<file path="src/design/boxiou_pkg.sv">
// ----------------------------------------------------------------------------
// boxiou_pkg
// Shared widths, constants and stage types for the box intersection over
// union pipeline.
// ----------------------------------------------------------------------------
`timescale 1ns / 1ps
`default_nettype none

package boxiou_pkg;

  // coordinate and ratio formats
  localparam int COORD_BITS      = 16;
  localparam int AREA_W          = 2 * COORD_BITS;
  localparam int UNION_W         = AREA_W + 1;
  localparam int RATIO_FRAC_BITS = 16;
  localparam int RATIO_W         = RATIO_FRAC_BITS + 1;
  localparam int DIV_STEPS       = RATIO_FRAC_BITS;

  localparam logic [RATIO_W-1:0] RATIO_ONE = RATIO_W'(1) << RATIO_FRAC_BITS;

  typedef logic [COORD_BITS-1:0] coord_t;
  typedef logic [AREA_W-1:0]     area_t;
  typedef logic [UNION_W-1:0]    union_t;
  typedef logic [RATIO_W-1:0]    ratio_t;

  // intersection spans and box sizes after the edge stage
  typedef struct packed {
    logic   ovl;
    coord_t iw;
    coord_t ih;
    coord_t aw;
    coord_t ah;
    coord_t bw;
    coord_t bh;
  } geom_t;

  // numerator and denominator after the area stages
  typedef struct packed {
    logic   ovl;
    area_t  inter;
    union_t uni;
  } frac_t;

  // one step of the restoring divider
  typedef struct packed {
    logic                       ovl;
    logic                       full;
    union_t                     rem;
    union_t                     den;
    logic [RATIO_FRAC_BITS-1:0] q;
  } div_t;

endpackage

`default_nettype wire

</file>
<file path="src/design/boxiou_area.sv">
// ----------------------------------------------------------------------------
// boxiou_area
// Two stages: intersection and box areas, then the union area.
// ----------------------------------------------------------------------------
`timescale 1ns / 1ps
`default_nettype none

module boxiou_area (
  input  wire                 clk,
  input  wire                 rst,
  input  wire                 en,
  input  wire                 in_valid,
  input  boxiou_pkg::geom_t   geom,
  output logic                out_valid,
  output boxiou_pkg::frac_t   frac
);
  import boxiou_pkg::*;

  logic   prod_valid;
  logic   prod_ovl;
  area_t  inter, area_a, area_b;
  union_t uni_next;

  // products, one multiplier each
  always_ff @(posedge clk) begin
    if (rst) begin
      prod_valid <= 1'b0;
    end else if (en) begin
      prod_valid <= in_valid;
    end
  end

  always_ff @(posedge clk) begin
    if (en) begin
      prod_ovl <= geom.ovl;
      inter    <= AREA_W'(geom.iw) * AREA_W'(geom.ih);
      area_a   <= AREA_W'(geom.aw) * AREA_W'(geom.ah);
      area_b   <= AREA_W'(geom.bw) * AREA_W'(geom.bh);
    end
  end

  // union = area a + area b - intersection
  assign uni_next = {1'b0, area_a} + {1'b0, area_b} - {1'b0, inter};

  always_ff @(posedge clk) begin
    if (rst) begin
      out_valid <= 1'b0;
    end else if (en) begin
      out_valid <= prod_valid;
    end
  end

  always_ff @(posedge clk) begin
    if (en) begin
      frac.ovl   <= prod_ovl;
      frac.inter <= inter;
      frac.uni   <= uni_next;
    end
  end

endmodule

`default_nettype wire

</file>
<file path="config.mk">
export PLATFORM = sky130hd
export DESIGN_NAME = boxiou_area
export DESIGN_NICKNAME = d
export VERILOG_FILES = /design/src/design/boxiou_pkg.sv /design/src/design/boxiou_area.sv
export SDC_FILE = /design/constraint.sdc
export NUM_CORES = 2
export LEC_CHECK = 0
export BUFFER_PORTS_ARGS = -buffer_cell sky130_fd_sc_hd__buf_2
export CORE_MARGIN = 5
export CORE_UTILIZATION = 48
export CTS_CLUSTER_DIAMETER = 50
export DETAILED_ROUTE_END_ITERATION = 12
export PLACE_DENSITY = 0.68
export SLEW_MARGIN = 10
export SYNTH_ARGS = -nofsm -noshare
export SYNTH_HDL_FRONTEND = slang
export SYNTH_SLANG_ARGS = --single-unit
</file>
<file path="constraint.sdc">
create_clock -name clk -period 7.1 [get_ports clk]
set_input_delay 0.71 -clock clk [delete_from_list [all_inputs] [get_ports clk]]
set_output_delay 0.71 -clock clk [all_outputs]
set_load 0.05 [all_outputs]
</file>
==> metrics.txt <==
GRT overflow=0; Layout area overhead=6.58%; Clock Skews=0.0115 ns; DRC viols=0; Worst Setup SP=geom[55]; die area=75100 um^2; MaxCap Viol Count=0; synthesized instance count=3557; Vias=24100; Worst-path clk slew=0.08 ns; initial antenna violation count=1; share of cells above drive strength 1=0.0631; Final Wtd Congestion=0.898; wirelength, routed=78900 um; Pre-antenna DRT Iters=5; ys flop type=edfxtp_1; Synth Cell Area=33500 um^2; post-route cell area=35700 um^2; Gates resized, CTS repair=0; Inserted Diodes=0; sequential share of the synthesized area=0.147; Synth top area share=0.367; CP Class=in2reg; CTS tree=yes; Yosys top cell by area=fa_1; setup tns final=0 ns; die width=274 um; #FFs+latches synth=165; clock insertion delay at the later pin of the skew report=0.44 ns; Tmin final=6.01 ns; Unique masters post-synth=68; Die H=274 um; Max Fclk=166 MHz; syn_nets=4617; Core Footprint=68800 um^2; reg2reg setup slack=3.29 ns; Slew @ Worst Pin=0.894 ns; first-pass GRT wire length=133000 um; Via-to-Cell Ratio=5.26; Post-Layout Cell Count=4575; EDFF count, synth=163; Synth area leaders=fa_1 (37%), edfxtp_1 (15%), ha_1 (13%), inv_1 (9.1%), and2_1 (6.4%); min-delay src=rst; worst hold slack=0.435 ns; Worst Reg2Reg Path Length in Cells=10; syn_area_per_cell=9.41 um^2; Min-Delay Endpoint=prod_valid; Critical Path AT=6.18 ns; Rows=96; Final Cycle Share=0.846; HPWL Detailed=64600 um; status=finished clean; startpoint types=input port; htree depth=4; CP required=7.27 ns; GR Util All Layers=0.219; CTS Root Cell=clkbuf_16; vias in the first global route=25400; RR Startpoint=inter[3]; CTS buffer count=17; Max FO, Critical Path=16; RR Endpoint=frac[31]; hold buffers post-CTS=0; commonest non-fill, non-tap cell in the layout=inv_1; worst hold path type=in2reg; post-DR wirelength/cell=17.2 um; Worst slew margin=0.404; largest net degree at the start of global routing=94; ys async rst share=0; Yosys warnings=0; CTS max path bufs=2; placed cell areas=35100 um^2; Clock Sinks=165; Final ANT Viol Nets=0; Post-Place Cells=4543; port bufs=167; most frequent cells in the layout=inv_1 (807), fa_1 (614), nand2_1 (497); 1st-iter DRT viols=1593; Ports=168; Nets=4691; Initial Util=0.486; Crit. End Element=register; Fin. Hold Viols=0; RSZ-0062 raised after global routing=false; post-CTS setup buffers=0; Setup Viol. Count Final=0; Hold Path Stages=2; Max Transition Viols Final=0
==> state kept, by name (all words and copies together) (netlist names) <==
| signal | count |
|---|---|
| area_b | 32 |
| prod_valid | 1 |
| frac | 66 |
| prod_ovl | 1 |
| inter | 32 |
| area_a | 32 |
| out_valid | 1 |
==> through the flow <==
step | setup slack, ns | util
floorplan | 1.13 | -
global placement | 0.739 | 0.509
detailed placement | 0.671 | 0.509
CTS | 1.12 | 0.518
global route | 0.814 | 0.518
finish | 1.09 | 0.518
==> layer usage <==
metal	global-route usage	vias to the layer above	wire length, um
met3	0.0287	119	5010
met4	0.0551	0	2290
li1	-	11100	-
met1	0.310	12100	34200
met2	0.360	709	37400
met5	0	-	0
==> how the worst max path moves through the flow <==
stage	slack, ns	end
after CTS	1.12	inter[29]
after global routing	0.81	inter[27]
after detailed placement	0.67	inter[29]
after global placement	0.74	inter[29]
final	1.09	area_a[31]
after floorplan	1.13	area_b[31]
==> cell families (layout without fill, tap and decap cells) <==
group                      Yosys count  count (layout)  synth area share
and+or+nand+nor                   1025            1025             0.149
adders and majority gates          959             959             0.496
AOI/OAI and AO/OA                  374             374            0.0740
buffers and inverters              923            1010             0.104
muxes                                8               8           0.00254
DFF                                165             165             0.147
xor gates and xnor gates           103             103            0.0270
==> area by class of cell <==
class | count | area (um^2)
Clock buffer | 17 | 425
Multi-Input combinational cell | 2469 | 25100
Fill cell | 6329 | 33200
Tap cell | 931 | 1160
Sequential cell | 165 | 4930
Inverter | 807 | 3030
Clock inverter | 15 | 185
Timing Repair Buffer | 171 | 872
==> worst max-delay path, stage by stage <==
cell	delay, ns
buf_2	0.32
nand2_1	0.14
fa_1	0.54
inv_1	0.05
fa_1	0.54
inv_1	0.07
fa_1	0.52
inv_1	0.05
fa_1	0.39
fa_1	0.52
inv_1	0.05
fa_1	0.47
inv_1	0.04
ha_1	0.35
nand4_1	0.14
inv_1	0.08
and4_1	0.19
a22oi_1	0.20
nand2_1	0.25
a2111oi_0	0.44
a211oi_1	0.10
==> cells in the mapped netlist, drive strengths merged, types with 61 or more instances <==
| master | instances |
|---|---|
| a21o | 64 |
| a21oi | 117 |
| and2 | 346 |
| clkbuf | 109 |
| edfxtp | 163 |
| fa | 614 |
| ha | 345 |
| inv | 807 |
| nand2 | 498 |
| nor2 | 63 |
| o21ai | 61 |
| xnor2 | 61 |
Power is left out: the tool's default activity adds up to more than one toggle a clock period on the data nets, which glitch-free logic cannot reach.
