## src/design/boxiou_pkg.sv

```systemverilog
// ----------------------------------------------------------------------------
// boxiou_pkg
// Shared widths, constants and stage types for the box intersection over
// union pipeline.
// ----------------------------------------------------------------------------
`timescale 1ns / 1ps
`default_nettype none

package boxiou_pkg;

  // coordinate and ratio formats
  localparam int COORD_BITS      = 16;
  localparam int AREA_W          = 2 * COORD_BITS;
  localparam int UNION_W         = AREA_W + 1;
  localparam int RATIO_FRAC_BITS = 16;
  localparam int RATIO_W         = RATIO_FRAC_BITS + 1;
  localparam int DIV_STEPS       = RATIO_FRAC_BITS;

  localparam logic [RATIO_W-1:0] RATIO_ONE = RATIO_W'(1) << RATIO_FRAC_BITS;

  typedef logic [COORD_BITS-1:0] coord_t;
  typedef logic [AREA_W-1:0]     area_t;
  typedef logic [UNION_W-1:0]    union_t;
  typedef logic [RATIO_W-1:0]    ratio_t;

  // intersection spans and box sizes after the edge stage
  typedef struct packed {
    logic   ovl;
    coord_t iw;
    coord_t ih;
    coord_t aw;
    coord_t ah;
    coord_t bw;
    coord_t bh;
  } geom_t;

  // numerator and denominator after the area stages
  typedef struct packed {
    logic   ovl;
    area_t  inter;
    union_t uni;
  } frac_t;

  // one step of the restoring divider
  typedef struct packed {
    logic                       ovl;
    logic                       full;
    union_t                     rem;
    union_t                     den;
    logic [RATIO_FRAC_BITS-1:0] q;
  } div_t;

endpackage

`default_nettype wire

```

## src/design/boxiou_geom.sv

```systemverilog
// ----------------------------------------------------------------------------
// boxiou_geom
// Edge stage: right and bottom edges, intersection spans and overlap test.
// ----------------------------------------------------------------------------
`timescale 1ns / 1ps
`default_nettype none

module boxiou_geom (
  input  wire                 clk,
  input  wire                 rst,
  input  wire                 en,
  input  wire                 in_valid,
  input  boxiou_pkg::coord_t  box_a_left,
  input  boxiou_pkg::coord_t  box_a_top,
  input  boxiou_pkg::coord_t  box_a_width,
  input  boxiou_pkg::coord_t  box_a_height,
  input  boxiou_pkg::coord_t  box_b_left,
  input  boxiou_pkg::coord_t  box_b_top,
  input  boxiou_pkg::coord_t  box_b_width,
  input  boxiou_pkg::coord_t  box_b_height,
  output logic                out_valid,
  output boxiou_pkg::geom_t   geom
);
  import boxiou_pkg::*;

  logic [COORD_BITS:0] a_right, a_bottom, b_right, b_bottom;
  logic [COORD_BITS:0] right, bottom, left_ext, top_ext, iw_full, ih_full;
  coord_t              left, top;
  geom_t               geom_next;

  // far edges carry one extra bit
  always_comb begin
    a_right  = {1'b0, box_a_left} + {1'b0, box_a_width};
    a_bottom = {1'b0, box_a_top}  + {1'b0, box_a_height};
    b_right  = {1'b0, box_b_left} + {1'b0, box_b_width};
    b_bottom = {1'b0, box_b_top}  + {1'b0, box_b_height};
    left     = (box_a_left > box_b_left) ? box_a_left : box_b_left;
    top      = (box_a_top > box_b_top) ? box_a_top : box_b_top;
    right    = (a_right < b_right) ? a_right : b_right;
    bottom   = (a_bottom < b_bottom) ? a_bottom : b_bottom;
    left_ext = {1'b0, left};
    top_ext  = {1'b0, top};
    iw_full  = right - left_ext;
    ih_full  = bottom - top_ext;

    // a positive span is never wider than the narrower box
    geom_next.ovl = (left_ext < right) && (top_ext < bottom);
    geom_next.iw  = iw_full[COORD_BITS-1:0];
    geom_next.ih  = ih_full[COORD_BITS-1:0];
    geom_next.aw  = box_a_width;
    geom_next.ah  = box_a_height;
    geom_next.bw  = box_b_width;
    geom_next.bh  = box_b_height;
  end

  // stage register
  always_ff @(posedge clk) begin
    if (rst) begin
      out_valid <= 1'b0;
    end else if (en) begin
      out_valid <= in_valid;
    end
  end

  always_ff @(posedge clk) begin
    if (en) begin
      geom <= geom_next;
    end
  end

endmodule

`default_nettype wire

```

## config.mk

```make
export PLATFORM = sky130hd
export DESIGN_NAME = boxiou_geom
export DESIGN_NICKNAME = d
export VERILOG_FILES = /design/src/design/boxiou_pkg.sv /design/src/design/boxiou_geom.sv
export SDC_FILE = /design/constraint.sdc
export NUM_CORES = 1
export LEC_CHECK = 0
export ABC_AREA = 1
export BUFFER_PORTS_ARGS = -buffer_cell sky130_fd_sc_hd__buf_4
export CAP_MARGIN = 20
export CELL_PAD_IN_SITES_DETAIL_PLACEMENT = 1
export CELL_PAD_IN_SITES_GLOBAL_PLACEMENT = 1
export CORE_ASPECT_RATIO = 1.25
export CORE_MARGIN = 3
export CORE_UTILIZATION = 41
export DETAILED_ROUTE_END_ITERATION = 8
export HOLD_SLACK_MARGIN = 0.15
export PLACE_DENSITY = 0.83
export SYNTH_ARGS = -nofsm -noshare
export SYNTH_HDL_FRONTEND = slang
export SYNTH_SLANG_ARGS = --single-unit
```

## constraint.sdc

```tcl
create_clock -name clk -period 6.96 [get_ports clk]
set_input_delay 0.348 -clock clk [delete_from_list [all_inputs] [get_ports clk]]
set_output_delay 0.348 -clock clk [all_outputs]
set_load 0.05 [all_outputs]
```

==> flow_summary.ini <==
[global_route]
grt_pass1_wl_mm = 50.2
antenna_found_initial = 1
grt_usage_pct = 23.3
grt_max_degree = 59
overflow = 0
grt_pass1_vias = 10600

[synth]
yosys.area.top_type = edfxtp_1
synth_top_area_share_pct = 28.3
synth_ff_type = edfxtp_1
yosysWarnings = 0
syn-num-nets = 1623
synth_edf_count = 97
syn_area_mm2 = 0.0103
synthCells = 1299
avgSynthCellArea_um2 = 7.93
synthArstFlopShare_pct = 0
yosysSeqAreaShare_pct = 28.5
synthTopCellsByArea = edfxtp_1, ha_1, nand2_1
ys_ff_latch = 98
synthDistinctLibCells = 43

[clock_network]
clk_latency_ps = 370
path_clk_slew_ps = 70
cts_buffers = 9
cts_sinks = 98
clockBufferDepth = 2
h-tree-depth = 3
clock-root-buffer = clkbuf_16
postCtsSetupBuffers = 0
cts_tree = yes

[drt]
via_per_inst = 5.15
drt_iter0_drc = 209
wl_per_cell_um = 16.7
totalWireLength_mm = 31.5
detail-route-antenna-nets = 0
first_pass_iters = 4
vias = 9689
drc = 0

[setup_path]
critPathArrivalTime_ps = 6430
critical-path-max-stage-delay_ps = 540
reg2reg_depth = 2
crit_path_frequent_cell = nand2_1
crit_slowest_cell = dlygate4sd3_1
cp-end-kind = register
worst_setup_path_start_kind = input port
path_max_fanout = 15
reg2reg_from = out_valid
ff2ff_setup_slack_ps = 6360
reg2reg_to = out_valid
crit_type = in -> reg
required_ps = 7080

[pwr]
ir_worst_vdd_mv = 0.164
p_per_area_mw_per_mm2 = 304
leakage_nw = 6.66
fin_total_pwr_mw = 3.91

[timing]
max-slew-margin-rel_pct = 41.0
drv_slew = 0
fin_ws_ps = 651
fin_worst_skew_ps = 0
finalSetupViolations = 0
rsz0062_at_grt = false
tightest_slew_ps = 883
fmaxAchievable_mhz = 158
hold_violations = 0
period_needed_ps = 6310
fin_hold_ws_ps = 164
fin_crit_sh_pct = 90.7
tns_ps = 0

[worst_hold_path]
hold_path_class = in -> reg
hold_start = box_a_height[15]
whs_endpoint = geom[47]
whs_path_depth = 1

[cells_and_area]
fin_nets = 1869
finish.utilization_pct = 52.2
final_cells = 1880
layout_commonest_cell = nand2_1
drive_gt1_share_pct = 20.7
final_cell_mix = nand2_1, buf_4, inv_1
antenna_cells = 0
design_area_mm2 = 0.0128
syn2layout_area_growth_pct = 24.5

[place]
dp_hpwl_mm = 26.7
place_congestion = 0.853
port_buffers = 229
post-place-ws_ps = 537
place_area_mm2 = 0.0124
dp.cells = 1849

[die]
initial_utilization_pct = 41.9
core_mm2 = 0.0246
die-area_mm2 = 0.0271
fp-row-count = 64
die-width_um = 148
ios = 230
chipHeight_um = 183

[flow_run]
drv_cap = 0

[run_status]
status = finished clean
[how the worst max path moves through the flow]
stage                     slack [ps]  depth (start not counted)       startpoint       end
after detailed placement         540                         34     box_b_top[0]  geom[78]
final                            650                         34  box_b_height[0]  geom[79]
after global routing              70                         41  box_b_height[2]  geom[78]
after CTS                        390                         35  box_b_height[0]  geom[78]
after global placement           810                         34     box_b_top[0]  geom[78]
after floorplan                 1660                         37     box_b_top[0]  geom[78]
[final cells by class]
cell class / count / area (um2)
Clock inverter: 7 / 83.8
Fill cell: 3086 / 11800
Multi-Input combinational cell: 965 / 6440
Sequential cell: 98 / 2930
Timing Repair Buffer: 246 / 1880
Inverter: 225 / 850
Clock buffer: 9 / 225
Tap cell: 330 / 413
[repair_timing]
item                                    in CTS  in global routing
hold buffers                                14                  1
endpoints found under the setup margin       0                  1
resized for setup                            0                  5
hold endpoints to repair                    14                  1
[logic make-up (layout without fill, tap and decap cells)]
logic type / count (synthesis) / in the layout / synth area share [%]
AND/OR/NAND/NOR: 459 / 459 / 18.8
AO/OA/AOI/OAI: 239 / 239 / 13.5
buffers and inverters: 236 / 487 / 9.07
adder cells (fa/ha/maj): 192 / 192 / 23.8
flip-flops: 98 / 98 / 28.5
XOR/XNOR: 74 / 74 / 6.29
multiplexers: 1 / 1 / 0.0972
[layer usage]
| metal | track usage [%] | vias up | wire (um) |
|---|---|---|---|
| met3 | 3.73 | 86 | 1210 |
| met4 | 11.0 | 2 | 1410 |
| li1 | - | 4821 | - |
| met1 | 22.6 | 4544 | 11300 |
| met5 | 0 | - | 13 |
| met2 | 47.0 | 236 | 17500 |
[worst max-delay path: cells and delay by family]
kind                       cells  cell delay, ps
AOI/OAI and AO/OA             11            2250
and+or+nand+nor               12            1060
adders and majority gates      4            1330
buffers and inverters          5            1030
xor gates and xnor gates       2             410
[cell usage after synthesis (2+ instances only)]
library cell	instances
a21oi_1	103
o21ai_2	21
nand4_1	21
o211ai_1	3
fa_1	6
nand3_2	4
buf_6	4
xnor2_1	26
a21boi_1	2
ha_1	186
nand2_2	17
clkbuf_1	6
xor2_1	48
a21o_1	5
inv_1	203
nand3_1	40
inv_2	21
o21ai_0	57
nor3_1	6
nand2_1	299
a211oi_1	3
o2111ai_1	2
edfxtp_1	97
o21a_1	2
a21oi_2	3
o21bai_1	5
a21boi_0	5
a31oi_1	13
o21ai_1	10
o31ai_1	2
nor2_1	61
nor2_2	7
[power breakdown]
group / switching (mW) / internal, mW
logic: 1.62 / 0.837
registers: 0.0353 / 0.857
clock network: 0.242 / 0.311
[state kept, by name, summed over array words and instances (netlist names)]
name and cells:
geom 97, out_valid 1
No activity file was read; power rests on OpenSTA's default activity.
