===== src/design/boxiou_pkg.sv =====
// ----------------------------------------------------------------------------
// boxiou_pkg
// Shared widths, constants and stage types for the box intersection over
// union pipeline.
// ----------------------------------------------------------------------------
`timescale 1ns / 1ps
`default_nettype none

package boxiou_pkg;

  // coordinate and ratio formats
  localparam int COORD_BITS      = 16;
  localparam int AREA_W          = 2 * COORD_BITS;
  localparam int UNION_W         = AREA_W + 1;
  localparam int RATIO_FRAC_BITS = 16;
  localparam int RATIO_W         = RATIO_FRAC_BITS + 1;
  localparam int DIV_STEPS       = RATIO_FRAC_BITS;

  localparam logic [RATIO_W-1:0] RATIO_ONE = RATIO_W'(1) << RATIO_FRAC_BITS;

  typedef logic [COORD_BITS-1:0] coord_t;
  typedef logic [AREA_W-1:0]     area_t;
  typedef logic [UNION_W-1:0]    union_t;
  typedef logic [RATIO_W-1:0]    ratio_t;

  // intersection spans and box sizes after the edge stage
  typedef struct packed {
    logic   ovl;
    coord_t iw;
    coord_t ih;
    coord_t aw;
    coord_t ah;
    coord_t bw;
    coord_t bh;
  } geom_t;

  // numerator and denominator after the area stages
  typedef struct packed {
    logic   ovl;
    area_t  inter;
    union_t uni;
  } frac_t;

  // one step of the restoring divider
  typedef struct packed {
    logic                       ovl;
    logic                       full;
    union_t                     rem;
    union_t                     den;
    logic [RATIO_FRAC_BITS-1:0] q;
  } div_t;

endpackage

`default_nettype wire


===== src/design/boxiou_div.sv =====
// ----------------------------------------------------------------------------
// boxiou_div
// Pipelined restoring divider: one quotient bit per stage, Q1.16 result.
// ----------------------------------------------------------------------------
`timescale 1ns / 1ps
`default_nettype none

module boxiou_div (
  input  wire                 clk,
  input  wire                 rst,
  input  wire                 en,
  input  wire                 in_valid,
  input  boxiou_pkg::frac_t   frac,
  output logic                out_valid,
  output boxiou_pkg::ratio_t  ratio,
  output logic                ovl
);
  import boxiou_pkg::*;

  div_t                 src       [DIV_STEPS];
  div_t                 step_next [DIV_STEPS];
  div_t                 step      [DIV_STEPS];
  logic                 step_valid [DIV_STEPS];

  // entry: ratio of one when the intersection fills the union
  always_comb begin
    src[0].ovl  = frac.ovl;
    src[0].full = ({1'b0, frac.inter} >= frac.uni);
    src[0].rem  = {1'b0, frac.inter};
    src[0].den  = frac.uni;
    src[0].q    = '0;
  end

  for (genvar g = 0; g < DIV_STEPS; g++) begin : g_step
    logic [UNION_W:0] rem_sh, rem_sub;

    if (g > 0) begin : g_link
      assign src[g] = step[g-1];
    end

    // shift, trial subtract, keep or restore
    always_comb begin
      rem_sh       = {src[g].rem, 1'b0};
      rem_sub      = rem_sh - {1'b0, src[g].den};
      step_next[g] = src[g];
      if (rem_sh >= {1'b0, src[g].den}) begin
        step_next[g].rem = rem_sub[UNION_W-1:0];
        step_next[g].q   = {src[g].q[RATIO_FRAC_BITS-2:0], 1'b1};
      end else begin
        step_next[g].rem = rem_sh[UNION_W-1:0];
        step_next[g].q   = {src[g].q[RATIO_FRAC_BITS-2:0], 1'b0};
      end
    end

    always_ff @(posedge clk) begin
      if (rst) begin
        step_valid[g] <= 1'b0;
      end else if (en) begin
        step_valid[g] <= (g == 0) ? in_valid : step_valid[(g == 0) ? 0 : g-1];
      end
    end

    always_ff @(posedge clk) begin
      if (en) begin
        step[g] <= step_next[g];
      end
    end
  end

  // result select after the last step
  assign out_valid = step_valid[DIV_STEPS-1];
  assign ovl       = step[DIV_STEPS-1].ovl;
  assign ratio     = !step[DIV_STEPS-1].ovl ? '0 :
                     step[DIV_STEPS-1].full ? RATIO_ONE :
                     {1'b0, step[DIV_STEPS-1].q};

endmodule

`default_nettype wire


===== config.mk =====
export PLATFORM = sky130hd
export DESIGN_NAME = boxiou_div
export DESIGN_NICKNAME = d
export VERILOG_FILES = /design/src/design/boxiou_pkg.sv /design/src/design/boxiou_div.sv
export SDC_FILE = /design/constraint.sdc
export NUM_CORES = 2
export LEC_CHECK = 0
export ABC_CLOCK_PERIOD_IN_PS = 7000
export BUFFER_PORTS_ARGS = -buffer_cell sky130_fd_sc_hd__buf_4
export CAP_MARGIN = 10
export CORE_UTILIZATION = 63
export DETAILED_ROUTE_END_ITERATION = 8
export HOLD_SLACK_MARGIN = 0.02
export PLACE_DENSITY = 0.84
export REMOVE_ABC_BUFFERS = 1
export SYNTH_ARGS = -nofsm -noshare
export SYNTH_HDL_FRONTEND = slang
export SYNTH_SLANG_ARGS = --single-unit

===== constraint.sdc =====
create_clock -name clk -period 7 [get_ports clk]
set_clock_uncertainty 0.05 [all_clocks]
set_input_delay 1.4 -clock clk [delete_from_list [all_inputs] [get_ports clk]]
set_output_delay 1.4 -clock clk [all_outputs]
set_load 0.02 [all_outputs]

==> flow_metrics.tcl <==
set metrics [dict create \
    grt-ovfl-total 0 \
    cp_max_fo 28 \
    drtIter0Drc 3068 \
    synth-main-ff-cell "edfxtp_1" \
    post_cts.repair.setup_buffers 0 \
    setup_viol 0 \
    p_seq_frac 0.330 \
    clock_path_buffers 3 \
    clk_pin_slew_ns 0.06 \
    cts_made_buffers 130 \
    via_per_inst 6.052 \
    fin_crit_sh 0.6475 \
    grt_pass1_vias 50967 \
    synth.avg_cell_area_sq_um 10.64 \
    hold_viol_final 0 \
    rsz0062_at_grt "no" \
    floorplan.initialDensity 0.6363 \
    cp-start-kind "flip-flop" \
    multiInputGateArea_sq_mm 0.03198 \
    post_cts_resize_count 0 \
    yosysWarnings 0 \
    die-area_sq_mm 0.1133 \
    cellLeakagePower_nw 31.89 \
    powerDensity_mw_per_mm2 452.5 \
    final_nets 7346 \
    p_sw_mw 13.57 \
    antenna_found_initial 0 \
    setup_tns_ns 0 \
    p_comb_frac 0.485 \
    synthDistinctLibCells 104 \
    critPathKind "flip-flop to flip-flop" \
    antenna_left 0 \
    die_y_um 336.6 \
    place_ws_ns 2.039 \
    syn_inst 6625 \
    grt_start_max_net_pins 205 \
    arrival_ns 4.98 \
    fill_cells 7961 \
    htree_num_levels 4 \
    insertion_delay_ns 0.76 \
    clock-root-buffer "clkbuf_16" \
    cts_tree "done" \
    grt_pass1_wl_um 250300 \
    gp_congestion 0.9859 \
    drive_gt1_frac 0.07401 \
    dp_hpwl_um 118600 \
    synth_edf_count 1174 \
    worst_slack_ns 2.468 \
    status "finished, final reports clean" \
    min_period_ns 4.532 \
    slowest_delay_ns 0.56 \
    routed_wl_um 157800 \
    worstPathRequired_ns 7.44 \
    fp.coreArea_sq_mm 0.1108 \
    fmax_mhz 220.6 \
    hold_ws_ns 0.3651 \
    netlist_area_sq_mm 0.07052 \
    internal_power_mw 21.11 \
    p_clk_frac 0.185 \
    rows 122 \
    crit_chain "fa_1 > nand2b_1 > a211oi_1 > o21ai_0 > a2111oi_2 > o211ai_1 > a311o_1 > nand3_2 > buf_4 > mux2_2" \
    areaGrowthSynthToFinish_pct 8.683 \
    finalMaxSlewViolations 0 \
    swShare 0.3912 \
    worst_pin_slew_ns 1.204 \
    slowest_stage "a2111oi_2" \
    drt-pass1-iter-count 6 \
    ys_seq_elements 1174 \
    ir_drop_v 0.0002878 \
    n_antenna_cell 0 \
    drc 0 \
    relSlewSlack 0.1954 \
    synth-seq-area-share 0.4999 \
    end_kind "flip-flop" \
    drv_cap 0 \
    vias 50136 \
    cts_hold_buf 0 \
    grt_util_all_layers 0.2779 \
    num_io_pins 89 \
    async_flop_share 0 \
    die_w_um 336.6 \
    seq_area_sq_mm 0.03525 \
    cts.sinks 1174 \
    hp-class "flip-flop to flip-flop" \
    routedWlPerCell_um 19.05 \
    portBuffers 88 \
]
==> final timing paths <==
kind | startpoint | depth (start not counted) | endpoint | slack [ns]
hold / removal | step[1][345] | 0 | step[1][430] | 0.37
setup / recovery | step[0][605] | 10 | step[1][56] | 2.47
hold reg to reg | step[1][345] | 0 | step[1][430] | 0.37
setup reg to reg | step[0][605] | 10 | step[1][56] | 2.47
==> cell usage in the layout, fill, tap and decap left out, types with 12 or more instances in the layout <==
| cell type | netlist | final |
|---|---|---|
| o211a_1 | 17 | 17 |
| a21boi_0 | 14 | 14 |
| nor4_1 | 21 | 21 |
| a21oi_1 | 591 | 591 |
| o2111ai_1 | 14 | 14 |
| edfxtp_1 | 1174 | 1174 |
| clkinv_1 | 0 | 24 |
| ha_1 | 559 | 559 |
| and3_1 | 56 | 56 |
| a21o_1 | 269 | 269 |
| xor2_1 | 161 | 161 |
| nor2b_1 | 72 | 72 |
| nor3_1 | 106 | 106 |
| a311oi_1 | 13 | 13 |
| a31oi_1 | 64 | 64 |
| o31ai_1 | 61 | 60 |
| nand2_1 | 470 | 470 |
| and2_1 | 72 | 72 |
| o21bai_1 | 75 | 75 |
| nand3_1 | 137 | 137 |
| or3_1 | 31 | 31 |
| a211oi_1 | 61 | 61 |
| nand4_1 | 76 | 76 |
| clkbuf_16 | 0 | 131 |
| or2_2 | 18 | 18 |
| o211ai_1 | 38 | 38 |
| nor2_1 | 440 | 439 |
| o21ai_1 | 12 | 12 |
| clkinv_2 | 0 | 17 |
| fa_1 | 15 | 15 |
| and4_1 | 18 | 18 |
| o21a_1 | 85 | 85 |
| inv_1 | 674 | 674 |
| xnor2_1 | 223 | 223 |
| o21ai_0 | 381 | 381 |
| clkbuf_1 | 120 | 27 |
| nand2b_1 | 69 | 69 |
| a31o_2 | 14 | 14 |
| buf_4 | 9 | 118 |
| mux2_2 | 118 | 118 |
==> state kept, by name, indices dropped and copies added (netlist names) <==
name	cells
step	1158
step_valid	16
==> metrics by stage <==
step,cells,cell area (sq um),power (mW),util
floorplan,6447,69740,23.77,-
global placement,8058,72630,27.38,0.6554
detailed placement,8058,72630,27.90,0.6554
CTS,8284,76640,34.49,0.6916
global route,8284,76640,36.88,0.6916
finish,8284,76640,34.68,0.6916
==> power by group through the flow <==
stage          logic, mW  clock network (mW)  registers (mW)
4_1_cts             16.6                6.52            11.4
3_3_place_gp        15.9                   0            11.5
3_5_place_dp        16.4                   0            11.5
5_1_grt             18.5                6.81            11.6
2_1_floorplan       12.6                   0            11.2
6_report            16.8                6.43            11.4
==> worst max-delay path: cells and delay by family, from the launching register on <==
kind	cells	cell delay (ns)
buffers and inverters	1	0.39
AND/OR/NAND/NOR	2	0.66
multiplexers	1	0.37
adder cells (fa/ha/maj)	1	0.47
flip-flops	1	0.43
AO/OA/AOI/OAI	5	1.91
==> kinds of logic (layout without fill, tap and decap cells) <==
kind of cell    Yosys count  count (layout)  share of synthesized area
fa+ha+maj               574             574                     0.1034
simple gates           1634            1634                     0.1104
compound gates         1869            1869                     0.1702
flops                  1174            1174                     0.4999
mux                     133             133                    0.02113
buf+inv                 857            1028                    0.04727
xor+xnor                384             384                    0.04769
==> per-layer routing <==
| layer | up-vias | track usage | wire [um] |
|---|---|---|---|
| met2 | 1573 | 0.5498 | 86730 |
| met1 | 23540 | 0.2577 | 53800 |
| li1 | 24429 | - | - |
| met4 | 0 | 0.2015 | 11760 |
| met3 | 594 | 0.03359 | 5494 |
| met5 | - | 0 | 0 |
==> cells in the mapped netlist, types with 85 or more instances <==
library cell     n  share of area
a21oi_1        591          0.042
nand2_1        470          0.025
mux2_2         118          0.019
o21a_1          85         0.0090
nor2_1         440          0.023
inv_1          674          0.036
clkbuf_1       120         0.0064
a21o_1         269          0.029
nor3_1         106         0.0075
ha_1           559          0.099
edfxtp_1      1174           0.50
xor2_1         161          0.020
o21ai_0        381          0.027
nand3_1        137         0.0097
xnor2_1        223          0.028
==> area by class of cell <==
type	count	share of cell area
sequential	1174	0.4600
multi-input combinational	4594	0.4173
clock buffer	158	0.04409
inverter	679	0.03329
tap	1488	0.02429
timing repair buffer	123	0.01280
clock inverter	68	0.008261
(Power assumes the default switching activity.)
